==> src/sv/psd_pkg.sv <==
package psd_pkg;

	localparam int CW = 33;
	localparam int PW = 66;
	localparam int DTW = 67;
	localparam int NW = 132;
	localparam int QW = 68;
	localparam int REMW = 134;
	localparam int SW = 34;
	localparam int TOLW = 32;

	typedef enum logic [1:0] {
		CASE_DEGEN  = 2'd0,
		CASE_FIRST  = 2'd1,
		CASE_SECOND = 2'd2,
		CASE_PERP   = 2'd3
	} case_t;

	typedef struct packed {
		logic valid;
		case_t code;
		logic [NW-1:0] num;
		logic [PW-1:0] den;
	} div_in_t;

	typedef struct packed {
		logic valid;
		case_t code;
		logic [QW-1:0] rad;
	} root_in_t;

	typedef struct packed {
		logic valid;
		case_t code;
		logic [SW-1:0] root;
	} root_out_t;

endpackage

==> src/sv/psd_sqrt.sv <==
module psd_sqrt
	import psd_pkg::*;
(
	input  logic clk,
	input  logic arst_n,
	input  logic en,
	input  root_in_t din,
	output root_out_t dout
);

	logic v_s [SW];
	case_t code_s [SW];
	logic [QW-1:0] res_s [SW];
	logic [QW-1:0] op_s [SW-1];

	for (genvar g = 0; g < SW; g++) begin : g_stage
		localparam int B = SW - 1 - g;
		localparam logic [QW-1:0] ONE = QW'(1) << (2 * B);
		logic vi;
		case_t ci;
		logic [QW-1:0] oi;
		logic [QW-1:0] ri;
		logic [QW-1:0] trial;
		logic ge;

		if (g == 0) begin : g_head
			assign vi = din.valid;
			assign ci = din.code;
			assign oi = din.rad;
			assign ri = '0;
		end else begin : g_body
			assign vi = v_s[g-1];
			assign ci = code_s[g-1];
			assign oi = op_s[g-1];
			assign ri = res_s[g-1];
		end

		assign trial = ri + ONE;
		assign ge = oi >= trial;

		always_ff @(posedge clk or negedge arst_n) begin
			if (!arst_n) begin
				v_s[g] <= 1'b0;
			end else if (en) begin
				v_s[g] <= vi;
			end
		end

		always_ff @(posedge clk) begin
			if (en) begin
				code_s[g] <= ci;
				res_s[g] <= ge ? (ri >> 1) + ONE : ri >> 1;
			end
		end

		if (g < SW - 1) begin : g_carry
			always_ff @(posedge clk) begin
				if (en) begin
					op_s[g] <= ge ? oi - trial : oi;
				end
			end
		end
	end

	assign dout = '{valid: v_s[SW-1], code: code_s[SW-1], root: res_s[SW-1][SW-1:0]};

	a_root_range: assert property (@(posedge clk) disable iff (!arst_n)
		v_s[SW-1] |-> res_s[SW-1][QW-1:SW] == '0)
		else $error("Square root result exceeds its width.");

endmodule

==> config.mk <==
export PLATFORM = sky130hd
export DESIGN_NAME = psd_sqrt
export DESIGN_NICKNAME = d
export VERILOG_FILES = /design/src/sv/psd_pkg.sv /design/src/sv/psd_sqrt.sv
export SDC_FILE = /design/constraint.sdc
export NUM_CORES = 2
export LEC_CHECK = 0
export BUFFER_PORTS_ARGS = -buffer_cell sky130_fd_sc_hd__buf_4
export CAP_MARGIN = 20
export CORE_MARGIN = 10
export CORE_UTILIZATION = 60
export DETAILED_ROUTE_END_ITERATION = 8
export PLACE_DENSITY = 0.83
export REMOVE_ABC_BUFFERS = 1
export SYNTH_ARGS = -nofsm -noshare
export SYNTH_HDL_FRONTEND = slang
export SYNTH_MEMORY_MAX_BITS = 65536
export SYNTH_SLANG_ARGS = --single-unit
==> constraint.sdc <==
create_clock -name clk -period 7.11 [get_ports clk]
set_input_delay 1.0665 -clock clk [delete_from_list [all_inputs] [get_ports clk]]
set_output_delay 1.0665 -clock clk [all_outputs]
set_load 0.01 [all_outputs]
**Yosys cells after proc, flatten, opt, wreduce, memory -nomap -nowiden**

Memory sizes are Yosys's and may differ from the RTL's.
Cells that the tools add are included.

- Multiplexer cells: 69
- Bitwise operators: 0
- Magnitude comparators: 34
- Reductions and logical operators: 0
- Add/subtract/negate cells: 99
- Div/mod/pow operators: 0
- Shifts and indexed selects: 0
- Equal/unequal tests: 0
- $mul: 0

Operator list:

| kind | number |
|---|---|
| 68-bit two-way mux | 66 |
| 68-bit >= comparator | 33 |
| 68-bit subtractor | 32 |
| 67-bit by 1-bit adder with 68-bit output (second input constant) | 1 |
| 67-bit by 11-bit adder with 68-bit output (second input constant) | 1 |
| 67-bit by 13-bit adder with 68-bit output (second input constant) | 1 |
| 67-bit by 15-bit adder with 68-bit output (second input constant) | 1 |
| 67-bit by 17-bit adder with 68-bit output (second input constant) | 1 |
| 67-bit by 19-bit adder with 68-bit output (second input constant) | 1 |
| 67-bit by 21-bit adder with 68-bit output (second input constant) | 1 |
| 67-bit by 23-bit adder with 68-bit output (second input constant) | 1 |
| 67-bit by 25-bit adder with 68-bit output (second input constant) | 1 |
| 67-bit by 27-bit adder with 68-bit output (second input constant) | 1 |
| 67-bit by 29-bit adder with 68-bit output (second input constant) | 1 |
| 67-bit by 3-bit adder with 68-bit output (second input constant) | 1 |
| 67-bit by 31-bit adder with 68-bit output (second input constant) | 1 |
| 67-bit by 33-bit adder with 68-bit output (second input constant) | 1 |
| 67-bit by 35-bit adder with 68-bit output (second input constant) | 1 |
| 67-bit by 37-bit adder with 68-bit output (second input constant) | 1 |
| 67-bit by 39-bit adder with 68-bit output (second input constant) | 1 |
| 67-bit by 41-bit adder with 68-bit output (second input constant) | 1 |
| 67-bit by 43-bit adder with 68-bit output (second input constant) | 1 |
| 67-bit by 45-bit adder with 68-bit output (second input constant) | 1 |
| 67-bit by 47-bit adder with 68-bit output (second input constant) | 1 |
| other kinds (49) | 50 |

- Memories: 3
- Output and inout port bits: 37
- Bits in latches: 0
- Logic and storage cells: 239
- Flip-flop bits (word level): 34
- Memory bits (read-only): 0
- Input port bits: 74
- Memory bits (writable): 4,624

Memory list:

| name | words | bits a word | read ports | clocked after memory_dff | write ports | RTL line | text |
|---|---|---|---|---|---|---|---|
| res_s | 34 | 68 | 34 | 0 | 34 | psd_sqrt.sv:13 | `logic [QW-1:0] res_s [SW];` |
| op_s | 33 | 68 | 33 | 0 | 33 | psd_sqrt.sv:14 | `logic [QW-1:0] op_s [SW-1];` |
| code_s | 34 | 2 | 34 | 0 | 34 | psd_sqrt.sv:12 | `case_t code_s [SW];` |

**Longest topological paths before layout**

An unclocked memory read counts as a cell.

- Depth in word-level cells: 4
- Mapped depth: 15
- Depth with buffers taken out: 12

**Worst setup path after synthesis**

No wires, ideal clock.

- Kind: register -> register
- From: mem op_s[29][27], in the netlist op_s[1][911]
- To: mem op_s[30][60], in the netlist op_s[1][1012] (data pin)
- Cell stages (with the launch flop): 12
- Period minus slack after synthesis: 3,464 ps
- Arrival: 3,191 ps
- Required time: 6,837 ps
- Slack: 3,646 ps
- Library setup time: 273 ps
- Path buffers: 2
- Cells stage by stage: edfxtp_1 -> ha_1 -> clkbuf_1 -> nand4_1 -> or3_1 -> or4_1 -> nand4_1 -> or3b_1 -> or2_1 -> clkbuf_1 -> nor4b_1 -> xor2_1

RTL lines:

| what | RTL line |
|---|---|
| start, declared | psd_sqrt.sv:14 |

==> flow_summary.rst <==
.. list-table::
   :header-rows: 1

   * - Metric
     - Value
   * - Endpoints failing setup
     - 0
   * - Register clock-pin slew on the reported worst setup and hold paths
     - 0.06 ns
   * - Crit end category
     - register
   * - Type of the setup path with the least slack
     - register to register
   * - Synth Warn #
     - 0
   * - Share of synthesized flip-flops with an asynchronous set or reset
     - 0.01156
   * - Via count normalized by instance count
     - 6.324
   * - Initial core utilization
     - 0.6031
   * - Area Growth Syn to Fin
     - 10.63%
   * - Worst Tran Pin Value
     - 1.269 ns
   * - Sequential element share of the synthesized area
     - 0.6285
   * - Num ports
     - about 110
   * - Routed WL per cell
     - 25.61 µm
   * - Gate count after technology mapping
     - approximately 11,000
   * - Buffers and inverters on the worst path
     - 1
   * - Fillcell total
     - 15,920
   * - Setup repair after global routing missed its margin
     - false
   * - Clk_lat worst skew
     - 1.04 ns
   * - Number of synthesized flops with an enable pin
     - 2,907
   * - Result of the run
     - finished, final reports clean
   * - Full die area
     - 253,500 µm²
   * - Number of sinks on the clock net
     - ~2,900
   * - Netlist Area Pre-Place
     - between 100,000 and 150,000 µm²
   * - Gr ovfl total
     - 0
   * - Hold Fails Final Rpt
     - 0
   * - Overall routing resource usage
     - 0.2913
   * - Post-route insts no fill
     - 14,720
   * - Setup fix buffers added after clock tree synthesis
     - 0
   * - CP arrival
     - 5.33 ns
   * - CTS H-Tree Depth
     - 5
   * - Power density of the placed cells
     - about 340 nW/µm²
   * - Slowest cell delay on critical path
     - between 0.7 and 0.8 ns
   * - CTS tree
     - done
   * - Number of remaining DRC errors
     - 0
   * - IO buf count
     - 110
   * - Final critical path time including I/O delays and setup
     - 4.722 ns
   * - Largest net degree at the start of global routing
     - 205
   * - Die width
     - a little over 500 µm
   * - Wire length of the first global-routing pass
     - 562,900 µm
   * - Maximum clock insertion buffer count
     - 4
   * - Unique masters post-synth
     - 105
   * - Number of buffers created by CTS
     - 318
   * - Final Core Density
     - 0.6672
   * - Number of global-route vias before repair
     - 92,270
   * - Violation count after the first detailed-routing iteration
     - 9,828
   * - Crit start category
     - register
   * - Count of hold-fix buffers inserted at cts
     - 0
   * - Worst min-delay path class
     - input port to asynchronous set/reset pin
   * - Post-Route WL
     - approximately 380,000 µm
   * - Mean area per synthesized cell
     - 12.58 µm²
   * - Series of cell instances along the critical path
     - or4_1 -> or3_1 -> or4b_4 -> a2111oi_4 -> nand2_1 -> o21ai_2 -> inv_4 -> a21oi_1
   * - Cell count after placement
     - 14,140
   * - Clock tree root driver cell
     - sky130_fd_sc_hd__clkbuf_16
   * - Period utilisation layout
     - 0.6641
   * - Worst EP required
     - 7.72 ns
   * - Net count reported at finish
     - 12,120
   * - Overall via count from detail_route
     - 93,090
   * - Fin Clk Skew
     - 0.1151 ns
   * - Hold Worst Slack
     - 0.07764 ns
   * - Number of slew-limit violations in the final report
     - 0
   * - Most instantiated flip-flop cell in the synthesis netlist
     - sky130_fd_sc_hd__edfxtp_1
   * - Antenna violations before repair
     - 10
   * - Max-cap violations
     - 0
   * - HPWL reported at the end of detailed placement
     - 276,400 µm
   * - Top delay family on crit path
     - compound AO/OA/AOI/OAI gates
   * - Leakage Power
     - ~58 nW
   * - Worst slew margin relative to its limit
     - 0.1463
   * - Critical-path cell with the highest stage delay
     - sky130_fd_sc_hd__o21ai_2
   * - Max IR drop VDD
     - 278.9 µV
   * - Global placement routability congestion
     - 0.9765
   * - Post_cts resized
     - 0
   * - Number of flip-flops and latches in the synthesized netlist
     - 2,941
   * - Peak Freq
     - 0.2118 GHz
   * - Crit path max fanout
     - 52
   * - Number of nets with antenna violations after detailed routing
     - 0
   * - Drt first pass iters
     - 6
   * - Row count
     - between 150 and 200
   * - Core region area
     - 232,500 µm²
   * - Die Y-Extent
     - 503.5 µm
   * - Fraction of layout instances using a drive strength above 1
     - 0.07254
-- layout make-up --
cell class | count | area (µm²) | share of cell area
Clock buffer | 374 | 8273 | 0.05332
Antenna cell | 13 | 32.53 | 0.0002097
Sequential cell | 2941 | 88140 | 0.5681
Inverter | 787 | 2957 | 0.01906
Multi-Input combinational cell | 7185 | 48270 | 0.3111
Clock inverter | 184 | 2038 | 0.01314
Timing Repair Buffer | 192 | 1637 | 0.01055
Tap cell | 3043 | 3807 | 0.02454
-- power breakdown --
| group | internal, mW | switching, mW | leakage, nW |
|---|---|---|---|
| clock network | 9.77 | 6.82 | 4.97 |
| logic | 4.55 | 7.33 | 24.6 |
| registers | 22.1 | 2.08 | 28.4 |
| total | 36.4 | 16.2 | 58.0 |
-- stage by stage --
| step | total power, mW | instance area [µm²] | setup WS, ns | TNS, ns |
|---|---|---|---|---|
| finish | 52.65 | 155200 | 2.388 | 0 |
| CTS | 52.56 | 155100 | 2.269 | 0 |
| floorplan | 31.48 | 139300 | -0.9278 | -32.19 |
| global route | 54.66 | 155100 | 2.248 | 0 |
| global placement | 35.71 | 144700 | 2.210 | 0 |
| detailed placement | 35.96 | 144800 | 2.264 | 0 |
-- cell usage in the layout (no fill, tap or decap), types with 51 or more instances in the layout --
master                      synthesis  final
sky130_fd_sc_hd__o31ai_1           60     60
sky130_fd_sc_hd__xnor2_1          532    532
sky130_fd_sc_hd__o21ai_0          526    526
sky130_fd_sc_hd__xor2_1           465    465
sky130_fd_sc_hd__ha_1             625    625
sky130_fd_sc_hd__a21o_1           253    253
sky130_fd_sc_hd__or3_1            132    132
sky130_fd_sc_hd__nor4_1           391    390
sky130_fd_sc_hd__nand2_1          744    744
sky130_fd_sc_hd__mux2_2            99     99
sky130_fd_sc_hd__clkbuf_16          0    322
sky130_fd_sc_hd__a31oi_1           53     53
sky130_fd_sc_hd__a21oi_1          700    699
sky130_fd_sc_hd__edfxtp_1        2907   2907
sky130_fd_sc_hd__clkinv_1           3     60
sky130_fd_sc_hd__buf_4              2    169
sky130_fd_sc_hd__nor3_1           284    284
sky130_fd_sc_hd__o21bai_1          62     62
sky130_fd_sc_hd__nor4b_1           61     61
sky130_fd_sc_hd__a211oi_1          51     51
sky130_fd_sc_hd__nor2_1           731    729
sky130_fd_sc_hd__and3_1            54     54
sky130_fd_sc_hd__nor2b_1           89     89
sky130_fd_sc_hd__o21a_1            97     97
sky130_fd_sc_hd__inv_1            778    778
sky130_fd_sc_hd__nand3_1          206    206
sky130_fd_sc_hd__nand4_1          177    177
sky130_fd_sc_hd__or4_1             76     76
sky130_fd_sc_hd__nand2b_1         105    105
-- cell usage after synthesis, drive strengths merged (29+ instances only) --
cell type / number / area (µm²)
a2111oi: 29 / 287.8
a211oi: 51 / 382.9
a21boi: 30 / 225.2
a21o: 253 / 1899
a21oi: 700 / 3503
a31oi: 53 / 331.6
and2: 34 / 212.7
and3: 54 / 337.8
buf: 32 / 181.4
clkbuf: 204 / 765.7
dfrtp: 34 / 850.8
edfxtp: 2907 / 87290
ha: 625 / 7820
inv: 784 / 2945
mux2: 105 / 1182
nand2: 744 / 2793
nand2b: 105 / 656.9
nand3: 206 / 1031
nand3b: 29 / 217.7
nand4: 177 / 1107
nand4b: 41 / 359.1
nor2: 731 / 2744
nor2b: 89 / 556.8
nor3: 286 / 1448
nor4: 393 / 2480
nor4b: 61 / 534.3
o211ai: 51 / 387.9
o21a: 97 / 728.2
o21ai: 555 / 2781
o21bai: 62 / 465.5
o31ai: 60 / 450.4
or2: 44 / 275.3
or3: 132 / 825.8
or4: 77 / 581.8
xnor2: 532 / 4659
xor2: 465 / 4073
-- kinds of logic (layout without fill, tap and decap cells) --
logic type	Yosys count	count (layout)	share of synthesized area
multiplexers	116	116	0.009216
other	0	13	0
flip-flops	2941	2941	0.6285
AND/OR/NAND/NOR	3295	3295	0.1212
XOR/XNOR	997	997	0.06227
buffers and inverters	1023	1537	0.02784
AO/OA/AOI/OAI	2152	2152	0.09523
adder cells (fa/ha/maj)	625	625	0.05576
-- path summary, 6_finish.rpt --
kind                                        start                          to  slack, ns  cells past startpoint
max                        op_s[1][868]$_DFFE_PP_      op_s[1][918]$_DFFE_PP_       2.39                      8
min                                        arst_n        dout[36]$_DFFE_PN0P_       0.08                      1
max reg2reg                op_s[1][868]$_DFFE_PP_      op_s[1][918]$_DFFE_PP_       2.39                      8
min reg2reg                 op_s[0][13]$_DFFE_PP_       op_s[0][81]$_DFFE_PP_       0.39                      0
max in group asynchronous                  arst_n  g_stage[20].vi$_DFFE_PN0P_       6.73                      1
min in group clk                          din[57]       op_s[0][57]$_DFFE_PP_       0.21                      1
-- sequential cells by signal, indices dropped and copies added (netlist names) --
signal / count
code_s: 68
dout: 1
g_stage.vi: 33
op_s: 2244
res_s: 595
-- metal layers --
layer | global-route usage | share of wire | vias to the layer above
met4 | 0.1994 | 0.083 | 6
li1 | - | - | 42420
met5 | 0 | 0.00012 | -
met2 | 0.5220 | 0.51 | 4362
met1 | 0.3188 | 0.34 | 44990
met3 | 0.04293 | 0.061 | 1313
Note: power is estimated with default switching activity, not from simulation.
